$ cat src/hw/rtl/bbl_pkg.sv
`default_nettype none
// ----------------------------------------------------------------------------
// bbl_pkg
// Shared constants, types and codes for the 3x3 box blur with edge
// replication.
// ----------------------------------------------------------------------------
package bbl_pkg;

	// Frame limits and the counter widths that follow from them.
	localparam int MAX_WIDTH    = 1024;
	localparam int MAX_HEIGHT   = 4096;
	localparam int COL_W        = $clog2(MAX_WIDTH);
	localparam int ROW_W        = $clog2(MAX_HEIGHT);

	// Configuration register widths and port sizes.
	localparam int WIDTH_REG_W  = 11;
	localparam int HEIGHT_REG_W = 13;
	localparam int CFG_DATA_W   = 13;
	localparam int CFG_INDEX_W  = 1;
	localparam logic [WIDTH_REG_W-1:0]  WIDTH_RESET  = 11'd640;
	localparam logic [HEIGHT_REG_W-1:0] HEIGHT_RESET = 13'd480;

	// Register indexes on the configuration port.
	localparam logic [CFG_INDEX_W-1:0] CFG_IMAGE_WIDTH  = 1'd0;
	localparam logic [CFG_INDEX_W-1:0] CFG_IMAGE_HEIGHT = 1'd1;

	// Request opcodes.
	localparam logic OP_PIXEL = 1'b0;
	localparam logic OP_DRAIN = 1'b1;

	// Pixel and sum widths: a column sum of three samples, a window sum of nine.
	localparam int CH_W   = 8;
	localparam int NUM_CH = 3;
	localparam int PIX_W  = NUM_CH * CH_W;
	localparam int CSUM_W = 10;
	localparam int TSUM_W = 12;

	// Reciprocal of nine in 16 fractional bits; exact floor for sums up to 2295.
	localparam int RECIP_W     = 13;
	localparam int RECIP_SHIFT = 16;
	localparam logic [RECIP_W-1:0] RECIP_9 = 13'd7282;

	// Job queue between the front and back parts.
	localparam int FIFO_DEPTH = 4;
	localparam int FIFO_PTR_W = $clog2(FIFO_DEPTH);
	localparam int FIFO_LVL_W = $clog2(FIFO_DEPTH + 1);

	typedef logic [NUM_CH-1:0][CSUM_W-1:0] csum_t;
	typedef logic [NUM_CH-1:0][TSUM_W-1:0] tsum_t;

	// One request's worth of output work: up to two window sums.
	typedef struct packed {
		tsum_t sum_a;
		tsum_t sum_b;
		logic  has_a;
		logic  has_b;
		logic  eof;
	} job_t;

	// Queue status seen by both sides.
	typedef struct packed {
		logic [FIFO_LVL_W-1:0] level;
		logic                  not_empty;
	} fifo_stat_t;

endpackage
`default_nettype wire

$ cat src/hw/rtl/bbl_fifo.sv
`default_nettype none
// ----------------------------------------------------------------------------
// bbl_fifo
// Short job queue that decouples the front part from the output side.
// ----------------------------------------------------------------------------
module bbl_fifo (
	input  wire logic          clk,
	input  wire logic          arst_n,
	input  wire logic          push,
	input  wire bbl_pkg::job_t push_job,
	input  wire logic          pop,
	output bbl_pkg::job_t      head_job,
	output bbl_pkg::fifo_stat_t stat
);

	bbl_pkg::job_t                   mem_q [bbl_pkg::FIFO_DEPTH];
	logic [bbl_pkg::FIFO_PTR_W-1:0]  wr_ptr_q;
	logic [bbl_pkg::FIFO_PTR_W-1:0]  rd_ptr_q;
	logic [bbl_pkg::FIFO_LVL_W-1:0]  level_q;

	// Entry storage.
	always_ff @(posedge clk) begin
		if (push) begin
			mem_q[wr_ptr_q] <= push_job;
		end
	end

	// Pointers and fill level.
	always_ff @(posedge clk or negedge arst_n) begin
		if (!arst_n) begin
			wr_ptr_q <= '0;
			rd_ptr_q <= '0;
			level_q  <= '0;
		end else begin
			if (push) begin
				wr_ptr_q <= wr_ptr_q + bbl_pkg::FIFO_PTR_W'(1);
			end
			if (pop) begin
				rd_ptr_q <= rd_ptr_q + bbl_pkg::FIFO_PTR_W'(1);
			end
			if (push && !pop) begin
				level_q <= level_q + bbl_pkg::FIFO_LVL_W'(1);
			end else if (pop && !push) begin
				level_q <= level_q - bbl_pkg::FIFO_LVL_W'(1);
			end
		end
	end

	assign head_job       = mem_q[rd_ptr_q];
	assign stat.level     = level_q;
	assign stat.not_empty = (level_q != '0);

`ifndef NO_ASSERTIONS
	// The front only pushes when an entry is free.
	a_no_overflow: assert property (@(posedge clk) disable iff (!arst_n)
		push |-> (level_q < bbl_pkg::FIFO_LVL_W'(bbl_pkg::FIFO_DEPTH)))
		else $error("job queue overflow");

	// The back only pops a stored job.
	a_no_underflow: assert property (@(posedge clk) disable iff (!arst_n)
		pop |-> (level_q != '0))
		else $error("job queue underflow");
`endif

endmodule
`default_nettype wire

$ cat config.mk
export PLATFORM = sky130hd
export DESIGN_NAME = bbl_fifo
export DESIGN_NICKNAME = d
export VERILOG_FILES = /design/src/hw/rtl/bbl_pkg.sv /design/src/hw/rtl/bbl_fifo.sv
export SDC_FILE = /design/constraint.sdc
export NUM_CORES = 1
export LEC_CHECK = 0
export ABC_AREA = 1
export BUFFER_PORTS_ARGS = -buffer_cell sky130_fd_sc_hd__buf_2
export CORE_AREA = 2 2 202 204
export CTS_BUF_LIST = sky130_fd_sc_hd__clkbuf_16
export DETAILED_ROUTE_END_ITERATION = 7
export DIE_AREA = 0 0 204 206
export HOLD_SLACK_MARGIN = 0.15
export PLACE_DENSITY_LB_ADDON = 0.15
export SETUP_SLACK_MARGIN = 0.2
export SYNTH_ARGS = -nofsm -noshare
export SYNTH_HDL_FRONTEND = slang
export SYNTH_SLANG_ARGS = --single-unit
$ cat constraint.sdc
create_clock -name clk -period 8.2 [get_ports clk]
set_clock_uncertainty 0.15 [all_clocks]
set_input_delay 1.64 -clock clk [delete_from_list [all_inputs] [get_ports clk]]
set_output_delay 1.64 -clock clk [all_outputs]
set_load 0.01 [all_outputs]
==> results.yml, run 1 <==
clock_tree:
  cts-root-buf: "clkbuf_16"
  numClockSinks: 307
  clk_pin_slew_worst_paths_ns: 0.06
  clock_latency_ns: 0.52
  cts.htree.levels: 2
  cts_buffers: 36
  postCtsSetupRepairBufs: 0
  ctsResizeCount: 0
  cts_hold_buf: 0
  cts_max_path_buffers: 3
  cts_tree: "done"
timing:
  setup_tns_ns: 0
  period_share_pct: 56.8
  timing.fmax_ghz: 0.215
  relSlewSlack_pct: 33.4
  setup_ws_ns: 3.54
  hold_viol: 0
  fin_crit_ns: 4.66
  maxSlewViolCount: 0
  worst_pin_slew_ns: 1.00
  rsz0062_at_grt: "no"
  setup_viol: 0
logic_synthesis:
  yosys_warnings: 0
  yosysSeqAreaShare_pct: 72.8
  avgSynthCellArea_um2: 13.7
  yosys.cell_types.count: 19
  synth_area_um2: 12600
  syn-num-nets: 1008
  synth-seq-cells: 307
  netlist_instances: 923
placed_design:
  dpl.hpwl_mm: 14.8
  gp_congestion: 0.670
  place_ws_ns: 3.95
  port_buffers: 157
min_path:
  hp-class: "reg -> reg"
  min_from: "level_q[2]$_DFFE_PN0P_"
  whs_endpoint: "level_q[2]$_DFFE_PN0P_"
  hold_depth: 2
finish:
  final_common_cell: "edfxtp_1"
  fillers: 3936
  final_layout_size_suffix_gt1_share_pct: 23.1
  area_growth_pct: 17.3
  layout_common_cells: "300 x edfxtp_1, 239 x nand2_1, 170 x inv_1, 157 x buf_2, 112 x o211ai_1"
  final_net_count: 1160
  final_core_utilization_pct: 36.8
setup_path:
  critPathLaunchType: "flop"
  cp_data_arrival_time_ns: 2.87
  setup.worst_path.end_class: "output pin"
  crit_chain: "inv_4, buf_4, o211ai_2, nand2_1, buf_2"
  regToRegSetupSlack_ns: 5.76
  crit_type: "reg -> out"
  reg2regPathDepth: 5
  crit_required_ns: 6.41
  r2r-end: "mem_q[1][23]$_DFFE_PP_"
  reg2reg_from: "wr_ptr_q[1]$_DFFE_PN0P_"
  slowest_stage: "dfrtp_4"
  cp_max_fo: 41
  cpPeakStageDelay_ns: 0.70
pwr:
  powerDensity_nw_per_um2: 365
  p_leak_uw: 0.00593
  vdd_drop_max_v: 0.000322
global_routing:
  grt_max_degree: 165
  overflow: 0
  grt_pass1_vias: 7032
  antenna_found_initial: 4
  grt_use_total_pct: 12.8
  grt_pass1_wl_mm: 40.9
die:
  core_area_um2: 40200
  dieArea_um2: 42000
  fp.dieW_um: 204
  rows: 74
  fp.dieH_um: 206
  initial_utilization_pct: 31.4
  ios: 158
route:
  drtPass1Iterations: 4
  avgRoutedWirePerCell_um: 16.2
  vias: 7075
  drt_wl_total_mm: 26.5
  drt_iter0_drc: 356
  vias_per_cell: 4.33
  antenna_left: 0
  drc_errors: 0
run_status:
  status: "finished, final reports clean"
run:
  maxCapViolCount: 0
[flip-flops by register name, indices dropped and copies added (netlist names)]
| signal | count |
|---|---|
| level_q | 3 |
| mem_q | 300 |
| rd_ptr_q | 2 |
| wr_ptr_q | 2 |
[layout make-up]
| type | instances | area, um^2 | share of cell area, % |
|---|---|---|---|
| multi-input combinational | 403 | 2350 | 15.9 |
| timing repair buffer | 165 | 858 | 5.80 |
| antenna | 3 | 7.51 | 0.0507 |
| clock buffer | 37 | 926 | 6.26 |
| sequential | 307 | 9190 | 62.1 |
| inverter | 162 | 618 | 4.18 |
| clock inverter | 25 | 181 | 1.23 |
| tap | 532 | 666 | 4.50 |
[power breakdown]
| group | total, uW | switching (uW) | internal, uW |
|---|---|---|---|
| clock | 1500 | 594 | 905 |
| sequential | 2210 | 154 | 2060 |
| combinational | 1690 | 1120 | 569 |
| total | 5400 | 1870 | 3530 |
[metrics by stage]
step / power [uW] / hold slack (ns) / area (um^2) / std cells
4_1_cts: 5540 / 0.348 / 14800 / 1631
6_report: 5400 / 0.342 / 14800 / 1634
3_5_place_dp: 4010 / 0.333 / 13700 / 1569
5_1_grt: 5780 / 0.388 / 14800 / 1631
3_3_place_gp: 4000 / 0.326 / 13700 / 1569
2_1_floorplan: 3480 / 0.341 / 12600 / 923
[worst max-delay path, delay by kind of cell, from the launching register on]
family	cells	cell delay, ns
buffers and inverters	3	1.29
DFF	1	0.70
AOI/OAI and AO/OA	1	0.17
and+or+nand+nor	1	0.12
[synth_stat cells, drive strengths merged]
cell    number  area [um^2]
o21ai        1         5.00
clkbuf       6         22.5
dfrtp        7          175
edfxtp     300         9010
ha           5         62.6
xor2         3         26.3
fa           1         20.0
inv        162          608
nor2         1         3.75
nand4        1         6.26
nand3        1         5.00
xnor2        1         8.76
buf         45          452
nand2      239          897
o211ai     150         1320
[logic make-up (layout without fill, tap and decap cells)]
logic type               Yosys count  after routing  synth area share [%]
AND/OR/NAND/NOR                  242            242                  7.23
buffers and inverters            213            389                  8.58
other                              0              3                     0
AO/OA/AOI/OAI                    151            151                  10.5
XOR/XNOR                           4              4                 0.278
adder cells (fa/ha/maj)            6              6                 0.655
flip-flops                       307            307                  72.8
[per-layer routing]
| layer | GRT usage, % | wire [um] | part of all wire [%] |
|---|---|---|---|
| met1 | 16.2 | 11800 | 45 |
| met2 | 21.0 | 12600 | 47 |
| met3 | 3.44 | 1440 | 5.4 |
| met4 | 5.15 | 650 | 2.5 |
| met5 | 0 | 7 | 0.026 |
[worst max path at each step]
stage	startpoint	endpoint	depth (start not counted)
final	rd_ptr_q[1]$_DFFE_PN0P_	head_job[43]	5
after global routing	rd_ptr_q[1]$_DFFE_PN0P_	head_job[21]	5
after CTS	rd_ptr_q[1]$_DFFE_PN0P_	head_job[13]	5
after detailed placement	rd_ptr_q[1]$_DFFE_PN0P_	head_job[13]	5
after global placement	rd_ptr_q[1]$_DFFE_PN0P_	head_job[45]	5
after floorplan	push	mem_q[1][0]$_DFFE_PP_	3
(Power assumes the default switching activity.)
==> run 2, diff against run 1 <==
==> constraint.sdc (replaced) <==
create_clock -name clk -period 4.5 [get_ports clk]
set_clock_uncertainty 0.15 [all_clocks]
set_input_delay 0.9 -clock clk [delete_from_list [all_inputs] [get_ports clk]]
set_output_delay 0.9 -clock clk [all_outputs]
set_load 0.01 [all_outputs]
==> run 2 against run 1 <==
  * Clock-buffer cell count unchanged
  * Non-clock buffer count up 4
  * Worst setup slack worse by 2.5 ns
  * Flip-flop and latch count unchanged
  * Global-route usage up 0.23 points
  * Via count up 0.71%
  * Combinational power up 89%
  * Routed wire length up 2.5%
  * First-iteration DRC count up 6.5%
  * Hold slack better by 0.0092 ns
==> results.yml, run 2 (synthesis gave the netlist of run 1 again) <==
clock_tree:
  cts-root-buf: "clkbuf_16"
  cts.htree.levels: 2
  clock_latency_ns: 0.52
  cts_tree: "done"
  cts_buffers: 36
  ctsResizeCount: 0
  cts_max_path_buffers: 3
  clk_pin_slew_worst_paths_ns: 0.06
  numClockSinks: 307
timing:
  maxSlewViolCount: 0
  relSlewSlack_pct: 32.1
  setup_ws_ns: 1.00
  timing.fmax_ghz: 0.286
  setup_viol: 0
  hold_viol: 0
  setup_tns_ns: 0
  fin_crit_ns: 3.50
  whs_ns: 0.351
  worst_pin_slew_ns: 1.02
  rsz0062_at_grt: "no"
  period_share_pct: 77.7
route:
  vias_per_cell: 4.34
  vias: 7125
  drc_errors: 0
  drt_wl_total_mm: 27.1
  avgRoutedWirePerCell_um: 16.5
  drt_iter0_drc: 379
  drtPass1Iterations: 4
  antenna_left: 0
global_routing:
  grt_use_total_pct: 13.1
  grt_max_degree: 134
  grt_pass1_wl_mm: 41.3
  grt_pass1_vias: 6992
  antenna_found_initial: 4
  overflow: 0
placed_design:
  gp_congestion: 0.684
  port_buffers: 157
  dpl.hpwl_mm: 15.2
  place_ws_ns: 1.49
pwr:
  totalPowerFinal_uw: 9940
  vdd_drop_max_v: 0.000379
  p_leak_uw: 0.00594
  powerDensity_nw_per_um2: 667
setup_path:
  cp_max_fo: 39
  slowest_stage: "dfrtp_4"
  critPathLaunchType: "flop"
  setup.worst_path.end_class: "output pin"
  cp_data_arrival_time_ns: 2.45
  crit_chain: "inv_4, buf_4, o211ai_2, nand2_1, buf_2"
  crit_required_ns: 3.45
  crit_type: "reg -> out"
  cpPeakStageDelay_ns: 0.71
finish:
  largest-register: "mem_q"
  fillers: 3919
  reg_top3: "mem_q x300, level_q x3"
  final_net_count: 1164
  area_growth_pct: 18.0
  final_core_utilization_pct: 37.1
  ff_latch_area_um2: 9190
  final_common_cell: "edfxtp_1"
  final_layout_size_suffix_gt1_share_pct: 23.4
  largest_reg_flops: 300
  multi_input_area_um2: 2350
  layout_common_cells: "300 x edfxtp_1, 239 x nand2_1, 161 x inv_1, 157 x buf_2, 112 x o211ai_1"
run:
  maxCapViolCount: 0
die:
  initial_utilization_pct: 31.4
  core_area_um2: 40200
  ios: 158
  dieArea_um2: 42000
  rows: 74
  fp.dieW_um: 204
  fp.dieH_um: 206
run_status:
  status: "finished, final reports clean"
min_path:
  hp-class: "reg -> reg"
-- run 2: final cells by class --
class	instances	share of cell area [%]
sequential	307	61.7
multi-input combinational	403	15.8
timing repair buffer	169	6.40
clock buffer	37	6.22
tap	532	4.47
inverter	162	4.15
clock inverter	29	1.24
antenna	1	0.0168
-- run 2: per-stage QoR --
stage	instance area, um^2	std cells
2_1_floorplan	12600	923
3_3_place_gp	13800	1572
3_5_place_dp	13800	1572
4_1_cts	14900	1639
5_1_grt	14900	1639
6_report	14900	1640
-- run 2: worst paths after layout --
| path | endpoint | from | slack, ns | cells after the start |
|---|---|---|---|---|
| min in group asynchronous | level_q[0]$_DFFE_PN0P_ | arst_n | 0.59 | 2 |
| worst min-delay path | level_q[2]$_DFFE_PN0P_ | level_q[2]$_DFFE_PN0P_ | 0.35 | 2 |
| worst max register to register | mem_q[3][55]$_DFFE_PP_ | wr_ptr_q[0]$_DFFE_PN0P_ | 2.08 | 4 |
| worst min register to register | level_q[2]$_DFFE_PN0P_ | level_q[2]$_DFFE_PN0P_ | 0.35 | 2 |
| max in group asynchronous | rd_ptr_q[1]$_DFFE_PN0P_ | arst_n | 3.41 | 2 |
| worst max-delay path | head_job[43] | rd_ptr_q[1]$_DFFE_PN0P_ | 1.00 | 5 |
-- run 2: worst max-delay path: cells and delay by family (launching register included) --
family | cells | cell delay (ns)
buffers and inverters | 3 | 0.91
flip-flops | 1 | 0.71
AO/OA/AOI/OAI | 1 | 0.14
AND/OR/NAND/NOR | 1 | 0.13
-- run 2: where the power goes --
group          total [uW]  switching (uW)  internal, uW
sequential           4000             252          3750
combinational        3200            2110          1090
clock                2740            1130          1610
total                9940            3490          6450
-- run 2: what timing repair did --
item,CTS,global route
buffers inserted,0,0
endpoints found under the setup margin,0,0
hold buffers,1,0
hold endpoints to repair,7,0
-- run 2: metal layers --
metal | track usage, % | routed length [um] | share of wire [%]
met5 | 0 | 41 | 0.15
met4 | 5.41 | 684 | 2.5
met3 | 3.00 | 1200 | 4.4
met2 | 20.9 | 12800 | 47
met1 | 17.2 | 12400 | 46
