==> src/hw/rtl/bbl_pkg.sv <==
`default_nettype none
// ----------------------------------------------------------------------------
// bbl_pkg
// Shared constants, types and codes for the 3x3 box blur with edge
// replication.
// ----------------------------------------------------------------------------
package bbl_pkg;

	// Frame limits and the counter widths that follow from them.
	localparam int MAX_WIDTH    = 1024;
	localparam int MAX_HEIGHT   = 4096;
	localparam int COL_W        = $clog2(MAX_WIDTH);
	localparam int ROW_W        = $clog2(MAX_HEIGHT);

	// Configuration register widths and port sizes.
	localparam int WIDTH_REG_W  = 11;
	localparam int HEIGHT_REG_W = 13;
	localparam int CFG_DATA_W   = 13;
	localparam int CFG_INDEX_W  = 1;
	localparam logic [WIDTH_REG_W-1:0]  WIDTH_RESET  = 11'd640;
	localparam logic [HEIGHT_REG_W-1:0] HEIGHT_RESET = 13'd480;

	// Register indexes on the configuration port.
	localparam logic [CFG_INDEX_W-1:0] CFG_IMAGE_WIDTH  = 1'd0;
	localparam logic [CFG_INDEX_W-1:0] CFG_IMAGE_HEIGHT = 1'd1;

	// Request opcodes.
	localparam logic OP_PIXEL = 1'b0;
	localparam logic OP_DRAIN = 1'b1;

	// Pixel and sum widths: a column sum of three samples, a window sum of nine.
	localparam int CH_W   = 8;
	localparam int NUM_CH = 3;
	localparam int PIX_W  = NUM_CH * CH_W;
	localparam int CSUM_W = 10;
	localparam int TSUM_W = 12;

	// Reciprocal of nine in 16 fractional bits; exact floor for sums up to 2295.
	localparam int RECIP_W     = 13;
	localparam int RECIP_SHIFT = 16;
	localparam logic [RECIP_W-1:0] RECIP_9 = 13'd7282;

	// Job queue between the front and back parts.
	localparam int FIFO_DEPTH = 4;
	localparam int FIFO_PTR_W = $clog2(FIFO_DEPTH);
	localparam int FIFO_LVL_W = $clog2(FIFO_DEPTH + 1);

	typedef logic [NUM_CH-1:0][CSUM_W-1:0] csum_t;
	typedef logic [NUM_CH-1:0][TSUM_W-1:0] tsum_t;

	// One request's worth of output work: up to two window sums.
	typedef struct packed {
		tsum_t sum_a;
		tsum_t sum_b;
		logic  has_a;
		logic  has_b;
		logic  eof;
	} job_t;

	// Queue status seen by both sides.
	typedef struct packed {
		logic [FIFO_LVL_W-1:0] level;
		logic                  not_empty;
	} fifo_stat_t;

endpackage
`default_nettype wire

==> src/hw/rtl/bbl_back.sv <==
`default_nettype none
// ----------------------------------------------------------------------------
// bbl_back
// Takes queued jobs, divides each window sum by nine and presents one
// result per cycle, while out_ready allows, through an output register.
// ----------------------------------------------------------------------------
module bbl_back (
	input  wire logic                     clk,
	input  wire logic                     arst_n,
	input  wire bbl_pkg::fifo_stat_t      fifo_stat,
	input  wire bbl_pkg::job_t            head_job,
	output logic                          pop,
	output logic                          out_valid,
	input  wire logic                     out_ready,
	output logic [bbl_pkg::CH_W-1:0]      blue_out,
	output logic [bbl_pkg::CH_W-1:0]      green_out,
	output logic [bbl_pkg::CH_W-1:0]      red_out,
	output logic                          last_of_run,
	output logic                          end_of_frame
);

	bbl_pkg::job_t job_q;
	logic          job_valid_q;
	logic          phase_q;
	logic          sel_b;
	logic          final_res;
	logic          load;
	logic          emit;
	logic          done;
	bbl_pkg::tsum_t cur_sum;

	// Floor of a nine-sample sum divided by nine, by reciprocal multiply.
	function automatic logic [bbl_pkg::CH_W-1:0] div9(input logic [bbl_pkg::TSUM_W-1:0] x);
		logic [bbl_pkg::TSUM_W+bbl_pkg::RECIP_W-1:0] prod;
		prod = (bbl_pkg::TSUM_W + bbl_pkg::RECIP_W)'(x)
			* (bbl_pkg::TSUM_W + bbl_pkg::RECIP_W)'(bbl_pkg::RECIP_9);
		return prod[bbl_pkg::RECIP_SHIFT +: bbl_pkg::CH_W];
	endfunction

	// Pick the interior result first, then the right-edge result.
	assign sel_b     = !job_q.has_a || phase_q;
	assign final_res = sel_b || !job_q.has_b;
	assign cur_sum   = sel_b ? job_q.sum_b : job_q.sum_a;
	assign load      = !out_valid || out_ready;
	assign emit      = job_valid_q && load;
	assign done      = emit && final_res;
	assign pop       = fifo_stat.not_empty && (!job_valid_q || done);

	// Current job control.
	always_ff @(posedge clk or negedge arst_n) begin
		if (!arst_n) begin
			job_valid_q <= 1'b0;
			phase_q     <= 1'b0;
		end else if (pop) begin
			job_valid_q <= 1'b1;
			phase_q     <= 1'b0;
		end else if (done) begin
			job_valid_q <= 1'b0;
		end else if (emit) begin
			phase_q <= 1'b1;
		end
	end

	// Current job payload.
	always_ff @(posedge clk) begin
		if (pop) begin
			job_q <= head_job;
		end
	end

	// Output register control.
	always_ff @(posedge clk or negedge arst_n) begin
		if (!arst_n) begin
			out_valid <= 1'b0;
		end else if (load) begin
			out_valid <= emit;
		end
	end

	// Output register payload.
	always_ff @(posedge clk) begin
		if (emit) begin
			blue_out     <= div9(cur_sum[0]);
			green_out    <= div9(cur_sum[1]);
			red_out      <= div9(cur_sum[2]);
			last_of_run  <= final_res;
			end_of_frame <= sel_b && job_q.eof;
		end
	end

`ifndef NO_ASSERTIONS
	// The bottom-right pixel is always the final result of its request.
	a_eof_is_last: assert property (@(posedge clk) disable iff (!arst_n)
		(out_valid && end_of_frame) |-> last_of_run)
		else $error("frame end on a result that is not last of its request");
`endif

endmodule
`default_nettype wire

==> config.mk <==
export PLATFORM = sky130hd
export DESIGN_NAME = bbl_back
export DESIGN_NICKNAME = d
export VERILOG_FILES = /design/src/hw/rtl/bbl_pkg.sv /design/src/hw/rtl/bbl_back.sv
export SDC_FILE = /design/constraint.sdc
export NUM_CORES = 1
export LEC_CHECK = 0
export BUFFER_PORTS_ARGS = -buffer_cell sky130_fd_sc_hd__buf_2
export CAP_MARGIN = 20
export CORE_AREA = 10 10 180 182
export CTS_CLUSTER_SIZE = 24
export DETAILED_ROUTE_END_ITERATION = 16
export DIE_AREA = 0 0 190 192
export GPL_ROUTABILITY_DRIVEN = 1
export PLACE_DENSITY = 0.55
export REMOVE_ABC_BUFFERS = 1
export SETUP_SLACK_MARGIN = 0.3
export SLEW_MARGIN = 20
export SYNTH_ARGS = -nofsm -noshare
export SYNTH_HDL_FRONTEND = slang
export SYNTH_SLANG_ARGS = --single-unit
export TNS_END_PERCENT = 50
==> constraint.sdc <==
create_clock -name clk -period 14.2 [get_ports clk]
set_input_delay 1.42 -clock clk [delete_from_list [all_inputs] [get_ports clk]]
set_output_delay 1.42 -clock clk [all_outputs]
set_load 0.05 [all_outputs]
==> results of run 1 <==
## layout make-up
cell class	instances	share of cell area, %
clock buffers	9	2.00
clock inverters	7	0.478
inverters	132	4.40
multi-input cells	643	56.3
flip-flops and latches	104	27.6
well taps	384	4.27
repair buffers	109	4.92
## cell families (layout without fill, tap and decap cells)
logic type / after synthesis / in the layout / share of synthesized area (%)
AOI/OAI and AO/OA: 122 / 122 / 8.24
xor gates and xnor gates: 61 / 61 / 5.36
adders and majority gates: 283 / 283 / 40.4
buffers and inverters: 139 / 257 / 5.36
DFF: 104 / 104 / 31.2
muxes: 22 / 22 / 2.21
and+or+nand+nor: 155 / 155 / 7.30
## metrics by stage
step                utilization [%]  cell area, µm²  setup WS (ns)  hold slack, ns  std cells
global placement               38.3           11000           7.86           0.510       1372
CTS                            39.3           11300           7.82           0.538       1388
global route                   39.3           11300           7.40           0.575       1388
floorplan                         -            9930           8.46           0.457        879
detailed placement             38.3           11000           7.89           0.528       1372
finish                         39.3           11300           7.93           0.531       1388
## worst max-delay path, stage by stage, from the launching register on
cell      delay (ns)
dfrtp_1         0.42
and2b_2         0.54
buf_4           0.37
mux2i_1         0.68
xnor2_1         0.15
ha_1            0.20
o21bai_1        0.17
ha_1            0.33
inv_1           0.07
fa_1            0.53
inv_1           0.05
fa_1            0.50
inv_1           0.06
fa_1            0.54
inv_1           0.04
ha_1            0.33
o21ai_0         0.10
a21oi_1         0.09
nor2_1          0.27
nor3_1          0.15
o31ai_1         0.30
xnor2_1         0.12
## cell usage in the layout (no fill, tap or decap), types with 8 or more instances in the layout
| cell type | instances |
|---|---|
| a21o_1 | 20 |
| a21oi_1 | 29 |
| buf_2 | 106 |
| clkbuf_16 | 9 |
| edfxtp_1 | 101 |
| fa_1 | 66 |
| ha_1 | 213 |
| inv_1 | 131 |
| mux2i_1 | 22 |
| nand2_1 | 77 |
| nand2b_1 | 9 |
| nand3_1 | 10 |
| nor2_1 | 22 |
| o21ai_0 | 19 |
| o21bai_1 | 8 |
| xnor2_1 | 47 |
| xor2_1 | 14 |
## path summary, 6_finish.rpt
path | endpoint | slack, ns | depth (start not counted)
max | red_out[7]$_DFFE_PP_ | 7.93 | 21
min | out_valid$_DFFE_PN0N_ | 0.53 | 1
max reg2reg | red_out[7]$_DFFE_PP_ | 7.93 | 21
min reg2reg | out_valid$_DFFE_PN0N_ | 0.53 | 1
max in group asynchronous | job_valid_q$_DFFE_PN0P_ | 13.23 | 1
min in group asynchronous | out_valid$_DFFE_PN0N_ | 0.84 | 1
## state kept, by name, indices dropped and copies added (netlist names)
register,cells
blue_out,8
end_of_frame,1
green_out,8
job_q,75
job_valid_q,1
last_of_run,1
out_valid,1
phase_q,1
red_out,8
## layer usage
layer	wire, µm	track usage (%)	up-vias
met4	246	3.45	0
met5	0	0	-
met2	10700	20.5	78
met3	703	2.27	10
met1	10300	15.9	3139
li1	-	-	3309
==> results.sh, run 1 <==
export IMPL_ys_seq_area_share_pct=31.2
export IMPL_fp_dieArea_um2=36500
export IMPL_ys_ff_latch=104
export IMPL_cp_end_kind="flop"
export IMPL_grt_pass1_wl_mm=35.6
export IMPL_path_max_fanout=20
export IMPL_ys_warn_count=0
export IMPL_setup_violations=0
export IMPL_num_rows=62
export IMPL_yosysUniqueCellTypes=58
export IMPL_ant_nets=0
export IMPL_maxCapViolCount=0
export IMPL_max_slew_margin_pct=39.6
export IMPL_grt_max_degree=67
export IMPL_clk_latency_ns=0.37
export IMPL_fin_worst_skew_ns=0.0155
export IMPL_cts_setup_buffers=0
export IMPL_coreArea_um2=28600
export IMPL_insertedDiodeCount=0
export IMPL_fmax_mhz=159
export IMPL_setup_tns_final_ns=0
export IMPL_cts_resized=0
export IMPL_drc=0
export IMPL_numCtsBuffers=9
export IMPL_worstHoldStart="job_valid_q$_DFFE_PN0P_"
export IMPL_synth_edf_count=101
export IMPL_htree_levels=3
export IMPL_yosysMostFrequentCell="ha_1"
export IMPL_cts_root_buf="clkbuf_16"
export IMPL_antenna_found_initial=0
export IMPL_multi_input_area_um2=6330
export IMPL_drive_gt1_share_pct=13.6
export IMPL_port_buffers=106
export IMPL_clk_pin_slew_ns=0.08
export IMPL_async_flop_share_pct=2.88
export IMPL_io_pins=110
export IMPL_seq_area_um2=3110
export IMPL_synth_flop_cell="edfxtp_1"
export IMPL_required_ns=14.31
export IMPL_synth_common_cells="213 x ha_1, 132 x inv_1, 101 x edfxtp_1"
export IMPL_drv_slew=0
export IMPL_rr_startpoint="phase_q$_DFFE_PN0P_"
export IMPL_yosys_top_cells_area="edfxtp_1 30%, ha_1 27%, fa_1 13%"
export IMPL_start_util_pct=34.8
export IMPL_outcome="finished clean"
export IMPL_synthCells=886
export IMPL_syn_to_final_growth_pct=12.8
export IMPL_synth_top_area_share_pct=30.4
export IMPL_grt_pass1_vias=6845
export IMPL_cts_buffer_depth=2
export IMPL_syn_area_per_cell_um2=11.3
export IMPL_first_pass_iters=4
export IMPL_syn_area_um2=9970
export IMPL_fin_crit_ns=6.27
export IMPL_fillers=2798
export IMPL_wl_per_cell_um=15.9
export IMPL_period_share_pct=44.2
export IMPL_gp_congestion=0.874
export IMPL_dp_hpwl_mm=18.6
export IMPL_vias_per_cell=4.71
export IMPL_grt_util_all_layers_pct=12.3
export IMPL_arrival_ns=6.38
export IMPL_hold_path_class="reg -> reg"
export IMPL_yosysTopAreaCell="edfxtp_1"
export IMPL_globalRouteOverflowTotal=0
export IMPL_final_hold_viol_count=0
export IMPL_tightest_slew_ns=0.905
export IMPL_crit_type="reg -> reg"
export IMPL_drt_initial_drc_count=296
export IMPL_cp_startpoint="phase_q$_DFFE_PN0P_"
export IMPL_rsz0062_at_grt="false"
export IMPL_final_net_count=1360
export IMPL_dieHeight_um=192
export IMPL_cts_hold_buffers=0
export IMPL_die_w_um=190
export IMPL_vias=6536
export IMPL_routed_wl_mm=22.0
export IMPL_cts_tree="yes"
export IMPL_critical_path_startpoint_type="flop"
export IMPL_cts_num_sinks=104
Power of run 1 is not shown: default switching activity piles up to over one toggle a cycle in this logic, so the estimate is an artifact.
==> run 2: changes to the inputs <==
clock period = 6 ns   (was 14.2 ns; I/O delays follow)
==> run 2 against run 1 <==
  * Worst hold slack got worse by 0.50 ns
  * Non-clock buffer count grew 24
  * Global-route usage rose by 0.11 points
==> results.sh, run 2 (synthesis gave the netlist of run 1 again) <==
export IMPL_outcome="finished clean"
export IMPL_hold_ws_ns=0.0277
export IMPL_cts_root_buf="clkbuf_16"
export IMPL_tightest_slew_ns=0.696
export IMPL_die_w_um=190
export IMPL_setup_tns_final_ns=0
export IMPL_vias=6675
export IMPL_hold_path_class="in -> async"
export IMPL_grt_pass1_wl_mm=35.7
export IMPL_grt_pass1_vias=6957
export IMPL_critical_path_startpoint_type="flop"
export IMPL_grt_max_degree=55
export IMPL_setup_violations=0
export IMPL_cp_slowest_cell="fa_1"
export IMPL_setup_ws_ns=0.555
export IMPL_start_util_pct=34.8
export IMPL_rsz0062_at_grt="true"
export IMPL_path_max_fanout=6
export IMPL_fmax_mhz=184
export IMPL_antenna_found_initial=0
export IMPL_insertedDiodeCount=0
export IMPL_period_share_pct=90.7
export IMPL_crit_top_cell="inv_1"
export IMPL_num_rows=62
export IMPL_gp_congestion=0.851
export IMPL_htree_levels=3
export IMPL_drive_gt1_share_pct=17.7
export IMPL_grt_util_all_layers_pct=12.4
export IMPL_numCtsBuffers=9
export IMPL_final_cell_mix="213 x ha_1, 132 x inv_1, 107 x buf_2"
export IMPL_globalRouteOverflowTotal=0
export IMPL_final_common_cell="ha_1"
export IMPL_drt_initial_drc_count=308
export IMPL_cp_end_kind="flop"
export IMPL_max_slew_margin_pct=53.6
export IMPL_wl_per_cell_um=16.0
export IMPL_coreArea_um2=28600
export IMPL_clk_pin_slew_ns=0.08
export IMPL_fin_crit_ns=5.44
export IMPL_clk_latency_ns=0.37
export IMPL_port_buffers=106
export IMPL_fin_worst_skew_ns=0.0153
export IMPL_path_buf_inv=6
export IMPL_ant_nets=0
export IMPL_crit_family="adder cells"
export IMPL_cts_buffer_depth=2
export IMPL_largest_reg_flops=75
export IMPL_final_net_count=1385
export IMPL_crit_type="reg -> reg"
export IMPL_maxCapViolCount=0
export IMPL_io_pins=110
export IMPL_final_hold_viol_count=0
export IMPL_regMostFlops="job_q"
export IMPL_dp_hpwl_mm=18.9
export IMPL_routed_wl_mm=22.6
export IMPL_dp_slack_ns=0.123
export IMPL_cp_cell_sequence="and2b_4 -> buf_4 -> mux2i_2 -> inv_1 -> ha_1 -> o21bai_1 -> ha_1 -> inv_1 -> fa_1 -> inv_1 -> fa_1 -> inv_1 -> fa_1 -> inv_1 -> ha_1 -> a222oi_1 -> nor4b_4 -> o221ai_2 -> a311oi_2 -> a211oi_1"
export IMPL_fp_dieArea_um2=36500
export IMPL_cts_num_sinks=104
export IMPL_arrival_ns=5.55
export IMPL_dieHeight_um=192
export IMPL_required_ns=6.11
export IMPL_drc=0
export IMPL_first_pass_iters=4
export IMPL_vias_per_cell=4.72
export IMPL_cts_tree="yes"
export IMPL_drv_slew=0
export IMPL_critical_path_max_stage_delay_ns=0.51
export IMPL_syn_to_final_growth_pct=15.8
## run 2: final timing paths
path | slack, ns | from | end | depth (start not counted)
setup / recovery | 0.56 | phase_q$_DFFE_PN0P_ | green_out[3]$_DFFE_PP_ | 20
hold / removal | 0.03 | arst_n | out_valid$_DFFE_PN0N_ | 1
setup reg to reg | 0.56 | phase_q$_DFFE_PN0P_ | green_out[3]$_DFFE_PP_ | 20
hold reg to reg | 0.55 | job_valid_q$_DFFE_PN0P_ | job_valid_q$_DFFE_PN0P_ | 2
max in group asynchronous | 5.83 | arst_n | phase_q$_DFFE_PN0P_ | 1
min in group clk | 0.40 | head_job[35] | job_q[35]$_DFFE_PP_ | 1
## run 2: through the flow
step                      cell area, µm²  util [%]  cells
after floorplan                     9930         -    879
after global placement             11100      38.7   1385
after detailed placement           11100      38.7   1386
after CTS                          11400      39.8   1407
after global routing               11600      40.4   1413
final                              11600      40.4   1413
## run 2: worst register-to-register path, cell delays in order (launching register included)
cell and delay, ns:
dfrtp_2 0.44, and2b_4 0.35, buf_4 0.15, mux2i_2 0.29, inv_1 0.11, ha_1 0.18
o21bai_1 0.15, ha_1 0.31, inv_1 0.06, fa_1 0.48, inv_1 0.05, fa_1 0.51
inv_1 0.05, fa_1 0.48, inv_1 0.04, ha_1 0.33, a222oi_1 0.36, nor4b_4 0.27
o221ai_2 0.18, a311oi_2 0.32, a211oi_1 0.08
## run 2: what timing repair did
item                       4_1_cts  5_1_grt
setup endpoints to repair       10       16
setup buffers                    4        5
gates cloned                     1        1
pin swaps                        0        3
resized for setup                1       28
hold buffers                     0        0
## run 2: cell type report
cell class	count	area, µm²
tap	384	480
fill	2761	17100
inverter	132	495
clock inverter	7	52.6
clock buffer	9	225
sequential	104	3110
timing repair buffer	133	749
multi-input combinational	644	6440
## run 2: metal layers
metal	global-route usage [%]	share of wire, %	up-vias
met5	0	0	-
met4	3.57	1.2	0
met3	2.25	3.1	14
met2	21.0	49	89
met1	15.8	47	3209
li1	-	-	3363
Power of run 2 is left out for the same reason.
==> run 3: changes to the inputs <==
clock period = 5.7 ns   (was 6 ns; I/O delays follow)
==> run 3 against run 2 <==
  * Clock-buffer cell count unchanged
  * Global-route usage up 0.26 points
  * First-iteration DRC count down 17%
  * Fmax up 2.8%
  * Non-clock buffer count up 32
  * Die area unchanged
  * Wire length up 1.7%
  * Flip-flop and latch count unchanged
  * Core utilization up 2.5 points
  * Via count up 1.1%
  * Final area up 6.3%
  * Critical path depth unchanged
==> results.sh, run 3 (synthesis gave the netlist of run 1 again) <==
export IMPL_hold_ws_ns=0.374
export IMPL_drive_gt1_share_pct=25.4
export IMPL_max_slew_margin_pct=63.2
export IMPL_cts_buffer_depth=2
export IMPL_wl_per_cell_um=15.9
export IMPL_drt_initial_drc_count=255
export IMPL_dieHeight_um=192
export IMPL_tightest_slew_ns=0.552
export IMPL_path_max_fanout=5
export IMPL_largest_reg_flops=75
export IMPL_final_net_count=1416
export IMPL_outcome="finished clean"
export IMPL_clk_latency_ns=0.37
export IMPL_grt_util_all_layers_pct=12.7
export IMPL_drv_slew=0
export IMPL_crit_type="reg -> reg"
export IMPL_gp_congestion=0.834
export IMPL_reg2reg_depth=20
export IMPL_antenna_found_initial=0
export IMPL_rr_startpoint="phase_q$_DFFE_PN0P_"
export IMPL_cts_root_buf="clkbuf_16"
export IMPL_final_common_cell="ha_1"
export IMPL_numCtsBuffers=9
export IMPL_hold_path_class="in -> reg"
export IMPL_final_hold_viol_count=0
export IMPL_grt_pass1_wl_mm=36.5
export IMPL_fmax_mhz=189
export IMPL_worstHoldStart="head_job[20]"
export IMPL_first_pass_iters=4
export IMPL_final_cell_mix="197 x ha_1, 124 x inv_1, 106 x buf_2"
export IMPL_port_buffers=106
export IMPL_globalRouteOverflowTotal=0
export IMPL_dp_hpwl_mm=19.1
export IMPL_cts_num_sinks=104
export IMPL_arrival_ns=5.41
export IMPL_critical_path_startpoint_type="flop"
export IMPL_drc=0
export IMPL_fp_dieArea_um2=36500
export IMPL_io_pins=110
export IMPL_htree_levels=3
export IMPL_die_w_um=190
export IMPL_regMostFlops="job_q"
export IMPL_required_ns=5.81
export IMPL_hold_path_endpoint="job_q[20]$_DFFE_PP_"
export IMPL_ant_nets=0
export IMPL_grt_pass1_vias=7019
export IMPL_syn_to_final_growth_pct=23.1
export IMPL_regToRegSetupSlack_ns=0.40
export IMPL_num_rows=62
export IMPL_rsz0062_at_grt="true"
export IMPL_whs_path_depth=1
export IMPL_start_util_pct=34.8
export IMPL_vias_per_cell=4.67
export IMPL_coreArea_um2=28600
export IMPL_reg2reg_to="green_out[3]$_DFFE_PP_"
export IMPL_grt_max_degree=45
export IMPL_setup_violations=0
export IMPL_fin_crit_ns=5.30
export IMPL_fin_worst_skew_ns=0.0125
export IMPL_vias=6748
export IMPL_insertedDiodeCount=0
export IMPL_period_share_pct=92.9
export IMPL_cts_tree="yes"
export IMPL_maxCapViolCount=0
export IMPL_clk_pin_slew_ns=0.08
export IMPL_routed_wl_mm=22.9
export IMPL_cp_end_kind="flop"
==> run 3: area by class of cell <==
class / instances / area [µm²]
inverters: 132 / 495
clock buffers: 9 / 225
well taps: 384 / 480
flip-flops and latches: 104 / 3110
fillers: 2694 / 16300
multi-input cells: 643 / 6850
repair buffers: 165 / 1060
clock inverters: 7 / 55.1
==> run 3: metal layers <==
| layer | GRT usage, % | routed length, µm |
|---|---|---|
| met2 | 21.4 | 11600 |
| met5 | 0 | 0 |
| met3 | 1.94 | 556 |
| met4 | 4.15 | 254 |
| met1 | 16.2 | 10500 |
==> run 3: through the flow <==
stage | cell area [µm²] | setup TNS [ns] | setup slack [ns] | std cells | utilization [%]
2_1_floorplan | 9930 | -0.0363 | -0.0363 | 879 | -
3_3_place_gp | 11200 | 0 | 0.120 | 1400 | 39.2
3_5_place_dp | 11200 | 0 | 0.0996 | 1401 | 39.2
4_1_cts | 11900 | 0 | 0.277 | 1433 | 41.4
5_1_grt | 12300 | 0 | 0.181 | 1444 | 42.9
6_report | 12300 | 0 | 0.404 | 1444 | 42.9
==> run 3: worst max-delay path, cell delays in order, from the launching register on <==
cell	delay, ns
dfrtp_1	0.42
and2b_4	0.34
buf_6	0.12
mux2i_1	0.18
buf_4	0.18
xor2_1	0.16
ha_1	0.27
ha_4	0.28
inv_1	0.04
fa_1	0.48
inv_1	0.05
fa_1	0.50
inv_1	0.05
fa_1	0.52
inv_2	0.05
ha_4	0.22
a222oi_1	0.35
nor4b_4	0.28
o221ai_2	0.16
a311oi_2	0.32
a211oi_2	0.08
==> run 3: how the worst max path moves through the flow <==
| stage | start | to | slack, ns | cells past startpoint |
|---|---|---|---|---|
| after floorplan | phase_q$_DFFE_PN0P_ | green_out[3]$_DFFE_PP_ | -0.04 | 19 |
| after global placement | phase_q$_DFFE_PN0P_ | blue_out[7]$_DFFE_PP_ | 0.12 | 22 |
| after detailed placement | phase_q$_DFFE_PN0P_ | red_out[7]$_DFFE_PP_ | 0.1 | 22 |
| after CTS | phase_q$_DFFE_PN0P_ | blue_out[7]$_DFFE_PP_ | 0.28 | 21 |
| after global routing | phase_q$_DFFE_PN0P_ | green_out[3]$_DFFE_PP_ | 0.18 | 20 |
| final | phase_q$_DFFE_PN0P_ | green_out[3]$_DFFE_PP_ | 0.40 | 20 |
==> run 3: timing repair <==
item / CTS / global route
pin swaps: 9 / 22
cloned: 1 / 0
gates resized for setup: 37 / 69
endpoints found under the setup margin: 14 / 22
hold endpoints to repair: 3 / 0
setup buffers: 14 / 11
hold buffers: 1 / 0
Power of run 3 is left out for the same reason.
